$ cat config.mk
export PLATFORM = sky130hd
export DESIGN_NAME = gfq_kmul
export DESIGN_NICKNAME = d
export VERILOG_FILES = /design/src/hw/rtl/gfq_pkg.sv /design/src/hw/rtl/gfq_kmul.sv
export SDC_FILE = /design/constraint.sdc
export NUM_CORES = 2
export LEC_CHECK = 0
export BUFFER_PORTS_ARGS = -buffer_cell sky130_fd_sc_hd__buf_2
export CORE_MARGIN = 2
export CORE_UTILIZATION = 40
export CTS_BUF_LIST = sky130_fd_sc_hd__clkbuf_16
export CTS_CLUSTER_DIAMETER = 30
export DETAILED_ROUTE_END_ITERATION = 12
export SLEW_MARGIN = 25
export SYNTH_ARGS = -nofsm -noshare
export SYNTH_HDL_FRONTEND = slang
export SYNTH_SLANG_ARGS = --single-unit
$ cat constraint.sdc
create_clock -name clk -period 12.6 [get_ports clk]
set_clock_uncertainty 0.2 [all_clocks]
set_input_delay 3.15 -clock clk [delete_from_list [all_inputs] [get_ports clk]]
set_output_delay 3.15 -clock clk [all_outputs]
set_load 0.02 [all_outputs]
$ cat src/hw/rtl/gfq_pkg.sv
`default_nettype none
package gfq_pkg;
  localparam int unsigned Prime = 131;
  localparam int unsigned HalfOrder = 65;
  localparam int unsigned Depth = 8;
  // Register stages from the accepting edge to the edge that takes the result.
  localparam int Latency = 13;

  typedef logic [7:0] fe_t;
  typedef struct packed { fe_t re; fe_t im; } kel_t;
  typedef struct packed { kel_t lo; kel_t hi; } fel_t;
  typedef fe_t [Prime-1:0] inv_tab_t;
  typedef logic [Prime-1:0] leg_tab_t;

  typedef enum logic [2:0] {
    CMD_ADD = 3'd0, CMD_SUB = 3'd1, CMD_MUL = 3'd2, CMD_SQR = 3'd3,
    CMD_NEG = 3'd4, CMD_INV = 3'd5, CMD_NRM = 3'd6, CMD_CHR = 3'd7
  } cmd_t;

  // Reduce a value below 2^16 mod 131. The quotient comes from a reciprocal
  // multiply: 64036 / 2^23 sits just above 1/131 and is exact for 16-bit values.
  function automatic fe_t md(input logic [15:0] v);
    logic [32:0] prod;
    logic [9:0] q;
    logic [16:0] r;
    begin
      prod = 33'(v) * 33'd64036;
      q = prod[32:23];
      r = 17'(v) - 17'(q) * 17'd131;
      md = r[7:0];
    end
  endfunction

  function automatic fe_t md8(input fe_t v);
    md8 = (v >= 8'd131) ? 8'(v - 8'd131) : v;
  endfunction

  function automatic fe_t fadd(input fe_t a, input fe_t b);
    logic [8:0] s;
    begin
      s = 9'(a) + 9'(b);
      fadd = (s >= 9'd131) ? 8'(s - 9'd131) : s[7:0];
    end
  endfunction

  function automatic fe_t fsub(input fe_t a, input fe_t b);
    fsub = (a >= b) ? 8'(a - b) : 8'(9'(a) + 9'd131 - 9'(b));
  endfunction

  function automatic fe_t fmul(input fe_t a, input fe_t b);
    fmul = md(16'(a) * 16'(b));
  endfunction

  function automatic kel_t kadd(input kel_t a, input kel_t b);
    kadd = '{fadd(a.re, b.re), fadd(a.im, b.im)};
  endfunction
  function automatic kel_t ksub(input kel_t a, input kel_t b);
    ksub = '{fsub(a.re, b.re), fsub(a.im, b.im)};
  endfunction
  function automatic kel_t ktwist(input kel_t a);
    ktwist = '{fsub(a.re, a.im), fadd(a.re, a.im)};
  endfunction

  function automatic fe_t pw(input fe_t b, input int unsigned e);
    fe_t r;
    fe_t q;
    int unsigned k;
    begin
      r = 8'd1;
      q = b;
      k = e;
      for (int unsigned n = 0; n < Depth; n++) begin
        if (k[0]) r = fmul(r, q);
        q = fmul(q, q);
        k = k >> 1;
      end
      pw = r;
    end
  endfunction

  function automatic fe_t inv_rom(input fe_t n);
    inv_rom = (n == 8'd0) ? 8'd0 : pw(n, Prime - 2);
  endfunction
  function automatic logic leg_rom(input fe_t n);
    leg_rom = (n != 8'd0) && (pw(n, HalfOrder) == 8'd1);
  endfunction

  function automatic inv_tab_t make_inv_tab();
    inv_tab_t t;
    for (int unsigned n = 0; n < Prime; n++) t[n] = inv_rom(8'(n));
    return t;
  endfunction
  function automatic leg_tab_t make_leg_tab();
    leg_tab_t t;
    for (int unsigned n = 0; n < Prime; n++) t[n] = leg_rom(8'(n));
    return t;
  endfunction

  // Constant lookup tables, built at elaboration.
  localparam inv_tab_t InvTab = make_inv_tab();
  localparam leg_tab_t LegTab = make_leg_tab();
endpackage
`default_nettype wire

$ cat src/hw/rtl/gfq_kmul.sv
`default_nettype none
// Registered multiply in K = F131[i]: the partial products are registered, then the reduced result.
module gfq_kmul (
  input  wire logic         clk,
  input  wire gfq_pkg::kel_t a,
  input  wire gfq_pkg::kel_t b,
  output gfq_pkg::kel_t     p
);
  import gfq_pkg::*;
  logic [15:0] rr, ii, ri, ir;
  always_ff @(posedge clk) begin
    rr <= 16'(a.re) * 16'(b.re);
    ii <= 16'(a.im) * 16'(b.im);
    ri <= 16'(a.re) * 16'(b.im);
    ir <= 16'(a.im) * 16'(b.re);
  end
  always_ff @(posedge clk) begin
    p <= '{fsub(md(rr), md(ii)), fadd(md(ri), md(ir))};
  end
endmodule
`default_nettype wire

Yosys cells after proc, flatten, opt, wreduce, memory -nomap -nowiden
Index checks and enable logic that the tools add are counted.
- output and inout bits: 16
- logic and storage cells: 31
- input bits: 33
- bits in registers: 80
- mux-type cells: 2
- multipliers: 12
- add/subtract/negate cells: 9
- order comparisons: 2
- operator list (kind ; count):
    16-bit by 14-bit multiplier with 30-bit output (second input constant) ; 4
    8-bit by 8-bit multiplier with 16-bit output ; 4
    8-bit subtractor ; 6
    9-bit by 8-bit multiplier with 8-bit output (second input constant) ; 4
    8-bit 2-to-1 mux ; 2
    8-bit by 8-bit adder with 9-bit output ; 1
    9-bit by 8-bit greater-or-equal comparator with 1-bit output (second input constant) ; 1
    8-bit adder (second input constant) ; 1
    8-bit greater-or-equal comparator ; 1
    8-bit subtractor (second input constant) ; 1

Longest topological paths before layout
- word-level depth: 6
- mapped depth: 43

Worst setup path after synthesis
OpenSTA, ideal clock, no wires.
- kind: register -> register
- start: register ir[3]
- end: register p[1] (netlist name)
- clock period less this slack: 9.206 ns
- library setup time: 0.121 ns
- path buffers: 0
- cell stages (with the launch flop): 39
- path slack: 3.394 ns
- data arrival time: 8.885 ns
- path through: dfxtp_1 inv_1 fa_1 fa_1 fa_1 fa_1 inv_1 fa_1 inv_1 fa_1 inv_1 ha_1 a2111oi_0 o21ai_0 o21ai_0 o21ai_1 a21o_1 a21oi_1 [3 not listed] inv_1 ha_1 inv_1 ha_1 or2_2 ha_1 o21a_1 o21ai_0 nand2b_1 a21oi_1 o21ai_0 xnor2_1 xnor2_1 xnor2_1 ha_1 xnor2_1 o21ai_1 mux2_2
- word-level cells in the longest chain between the ends: 6
- elaborated cells between the ends (all ways): 7
- classes of those cells: add/sub: 3; mul: 2; order compare: 1; mux: 1
- RTL lines (what ; RTL line ; RTL):
    from (decl) ; gfq_kmul.sv:10 ; logic [15:0] rr, ii, ri, ir;
    from (signal assigned) ; gfq_kmul.sv:15 ; ir <= 16'(a.im) * 16'(b.re);
    16-bit by 14-bit multiplier with 30-bit output ; gfq_pkg.sv:27 ; prod = 33'(v) * 33'd64036;
    9-bit by 8-bit multiplier with 8-bit output ; gfq_pkg.sv:29 ; r = 17'(v) - 17'(q) * 17'd131;
    8-bit subtractor * ; gfq_pkg.sv:29 ;
    8-bit by 8-bit adder with 9-bit output * ; gfq_pkg.sv:41 ; s = 9'(a) + 9'(b);
    8-bit subtractor / 9-bit by 8-bit greater-or-equal comparator with 1-bit output (equally long branches) ; gfq_pkg.sv:42 ; fadd = (s >= 9'd131) ? 8'(s - 9'd131) : s[7:0];
    8-bit 2-to-1 mux * ; gfq_pkg.sv:42 ;
    to (signal assigned) ; gfq_kmul.sv:18 ; p <= '{fsub(md(rr), md(ii)), fadd(md(ri), md(ir))};
    to (decl) ; gfq_kmul.sv:7 ; output gfq_pkg::kel_t p
Every way passes the cells marked *; elsewhere a longest branch is shown, timed or not.

Worst setup path in the final report
Same ends and word-level chain as after synthesis.

==> results_dict.tcl <==
set metrics [dict create \
    crit_arrival_ps 10260 \
    grt_overflow 0 \
    synthesis.instances 2912 \
    net_count_of_the_mapped_netlist 4068 \
    die_w_um 266.2 \
    worst_slack_ps 2414 \
    cts_tree "done" \
    clock_tree.root_cell "sky130_fd_sc_hd__clkbuf_16" \
    vias 18000 \
    start_util_pct 40.25 \
    worst_setup_hold_path_clk_slew_ps 60 \
    count_of_cells_resized_by_post_cts_repair 0 \
    layout-area-overhead-vs-synth_pct 5.485 \
    worst_slew_pin_slew_ps 840.9 \
    timing.max_slew.rel_slack_pct 43.57 \
    reg2reg_slack_ps 2410 \
    vias_per_cell 4.705 \
    final_nets 4094 \
    detail_route.iter0.violations 695 \
    clk_lat_worst_skew_ps 380 \
    grt_pass1_vias 18910 \
    largest_net_degree_at_the_start_of_global_routing 17 \
    drt_pre_antenna_iters 5 \
    final-max-slew-violation-count 0 \
    timing.final.crit_share_pct 80.84 \
    setup_viol 0 \
    yosys_warnings 0 \
    synth_area_leader_cell "sky130_fd_sc_hd__fa_1" \
    clk_path_buf_depth 2 \
    outcome "finished, final reports clean" \
    postRouteWirelength_um 50180 \
    yosys-top-cells-area "sky130_fd_sc_hd__fa_1 33%, sky130_fd_sc_hd__ha_1 31%, sky130_fd_sc_hd__inv_1 10%, sky130_fd_sc_hd__dfxtp_1 5.8%, sky130_fd_sc_hd__xnor2_1 3.8%" \
    port_buffers 48 \
    max_freq_ghz 0.09817 \
    antenna_violations_before_repair 3 \
    final.min_clock_period_ps 10190 \
    routabilityCongestion 0.7827 \
    postSynthRegisterBits 80 \
    crit_path_top_delay_cell "sky130_fd_sc_hd__dfxtp_1" \
    synth.lib_cells_used.distinct 52 \
    slowest_delay_ps 640 \
    setup.worst_path.start_class "register" \
    ys_async_sr_fraction_pct 0 \
    hpwl_um 44320 \
    post_drt_wl_per_cell_um 13.12 \
    finalHoldViolCount 0 \
    holdCritPathClass "reg2reg" \
    die_height_um 266.2 \
    antenna_cells_inserted 0 \
    fp.coreArea_um2 68350 \
    drc_errors 0 \
    synth_area_per_cell_um2 9.447 \
    cts-buffers-inserted 9 \
    required_time_worst_endpoint_ps 12670 \
    yosys_most_used_dff "sky130_fd_sc_hd__dfxtp_1" \
    cts_hold_repair.buffers 0 \
    fp.dieArea_um2 70890 \
    setup_total_negative_slack_ps 0 \
    placement_row_count 96 \
    timing.setup.critical_path_class "reg2reg" \
    synth_sequential_area_ratio_pct 5.822 \
    placement.setup.worst_slack_ps 2513 \
    timing.critical_path.to_type "register" \
    number_of_routed_nets_with_antenna_violations 0 \
    gr-usage-all-layers_pct 15.42 \
    ioPinCount 49 \
    max_cap_viol_count 0 \
    global_route_wire_length_before_repair_um 89650 \
    timing.critical_path.fanout_max 12 \
    drive_above_1_share_pct 2.514 \
    synth_top_area_share_pct 32.60 \
    rsz0062_at_grt "no" \
    synthesis.area_um2 27510 \
    clock_sinks 80 \
    postCtsSetupBuffers 0 \
    h-tree-depth 3 \
    synth_enable_flop_cells 0 \
]
[worst max-delay path: cells and delay by family (launching register included)]
kind	cells	cell delay, ps
compound gates	11	2080
xor+xnor	6	1530
fa+ha+maj	12	4500
buf+inv	6	440
flops	1	640
mux	1	310
simple gates	2	390
[layout by cell type (no fill, tap or decap), types with 12 or more instances in the layout]
| master | count |
|---|---|
| sky130_fd_sc_hd__a21boi_0 | 12 |
| sky130_fd_sc_hd__a21o_1 | 31 |
| sky130_fd_sc_hd__a21oi_1 | 59 |
| sky130_fd_sc_hd__and2_1 | 139 |
| sky130_fd_sc_hd__buf_2 | 48 |
| sky130_fd_sc_hd__dfxtp_1 | 80 |
| sky130_fd_sc_hd__fa_1 | 448 |
| sky130_fd_sc_hd__ha_1 | 675 |
| sky130_fd_sc_hd__inv_1 | 762 |
| sky130_fd_sc_hd__nand2_1 | 166 |
| sky130_fd_sc_hd__nand2b_1 | 18 |
| sky130_fd_sc_hd__nor2_1 | 102 |
| sky130_fd_sc_hd__nor2b_1 | 14 |
| sky130_fd_sc_hd__nor3_1 | 18 |
| sky130_fd_sc_hd__o21a_1 | 23 |
| sky130_fd_sc_hd__o21ai_0 | 63 |
| sky130_fd_sc_hd__xnor2_1 | 120 |
| sky130_fd_sc_hd__xor2_1 | 46 |
[synthesized netlist by cell type (3+ instances only)]
cell / n
sky130_fd_sc_hd__or3_1: 6
sky130_fd_sc_hd__nand2b_1: 18
sky130_fd_sc_hd__o21bai_1: 7
sky130_fd_sc_hd__o31ai_1: 5
sky130_fd_sc_hd__nor2_1: 102
sky130_fd_sc_hd__a211oi_1: 6
sky130_fd_sc_hd__a21oi_1: 59
sky130_fd_sc_hd__o211ai_1: 4
sky130_fd_sc_hd__clkbuf_1: 33
sky130_fd_sc_hd__nand2_1: 166
sky130_fd_sc_hd__xor2_1: 46
sky130_fd_sc_hd__a211o_1: 3
sky130_fd_sc_hd__nor4_1: 5
sky130_fd_sc_hd__inv_1: 761
sky130_fd_sc_hd__fa_1: 448
sky130_fd_sc_hd__o31a_1: 4
sky130_fd_sc_hd__o41ai_1: 8
sky130_fd_sc_hd__and2_1: 139
sky130_fd_sc_hd__ha_1: 675
sky130_fd_sc_hd__o21ai_1: 4
sky130_fd_sc_hd__o21a_1: 23
sky130_fd_sc_hd__nor2b_1: 14
sky130_fd_sc_hd__nand3_1: 9
sky130_fd_sc_hd__a31oi_1: 4
sky130_fd_sc_hd__nand4_1: 7
sky130_fd_sc_hd__a21o_1: 31
sky130_fd_sc_hd__nor3_1: 18
sky130_fd_sc_hd__xnor2_1: 120
sky130_fd_sc_hd__a21boi_0: 12
sky130_fd_sc_hd__or2_2: 5
sky130_fd_sc_hd__o21ai_0: 63
sky130_fd_sc_hd__dfxtp_1: 80
[layout make-up]
cell class / instances / area, um2
Clock buffer: 9 / 225.2
Multi-Input combinational cell: 2038 / 22930
Sequential cell: 80 / 1602
Fill cell: 6715 / 39330
Timing Repair Buffer: 48 / 240.2
Clock inverter: 7 / 63.81
Inverter: 761 / 2856
Tap cell: 882 / 1104
[flip-flops by register name, indices dropped and copies added, names as in the netlist]
register	count
ii	16
ir	16
p	16
ri	16
rr	16
[layer usage]
metal,track usage [%],vias up,wire length (um),part of all wire (%)
li1,-,9089,-,-
met1,22.81,8707,26320,52
met2,24.39,167,21980,44
met3,2.070,27,1453,2.9
met4,2.232,6,382,0.76
met5,0,-,44,0.088
[path summary, 6_finish.rpt]
check	endpoint	cells after the start	start
worst max register to register	p[1]$_DFF_P_	38	ir[3]$_DFF_P_
worst max-delay path	p[1]$_DFF_P_	38	ir[3]$_DFF_P_
worst min register to register	p[0]$_DFF_P_	3	ir[3]$_DFF_P_
worst min-delay path	p[0]$_DFF_P_	3	ir[3]$_DFF_P_
[logic make-up after synthesis]
logic type	Yosys count	share of synthesized area [%]
xor gates and xnor gates	166	5.285
muxes	4	0.1546
and+or+nand+nor	494	8.692
buffers and inverters	794	10.83
AOI/OAI and AO/OA	251	5.908
adders and majority gates	1123	63.30
DFF	80	5.822
[stage by stage]
stage,std cells,utilization (%),hold WS [ps],cell area (um2)
after detailed placement,3809,42.03,842.6,28730
after global routing,3825,42.46,958.0,29020
after global placement,3809,42.03,856.6,28730
final,3825,42.46,842.9,29020
after floorplan,2912,-,679.5,27510
after CTS,3825,42.46,857.2,29020
Power is left out: the tool's default activity adds up to more than one toggle a clock period on the data nets, which glitch-free logic cannot reach.
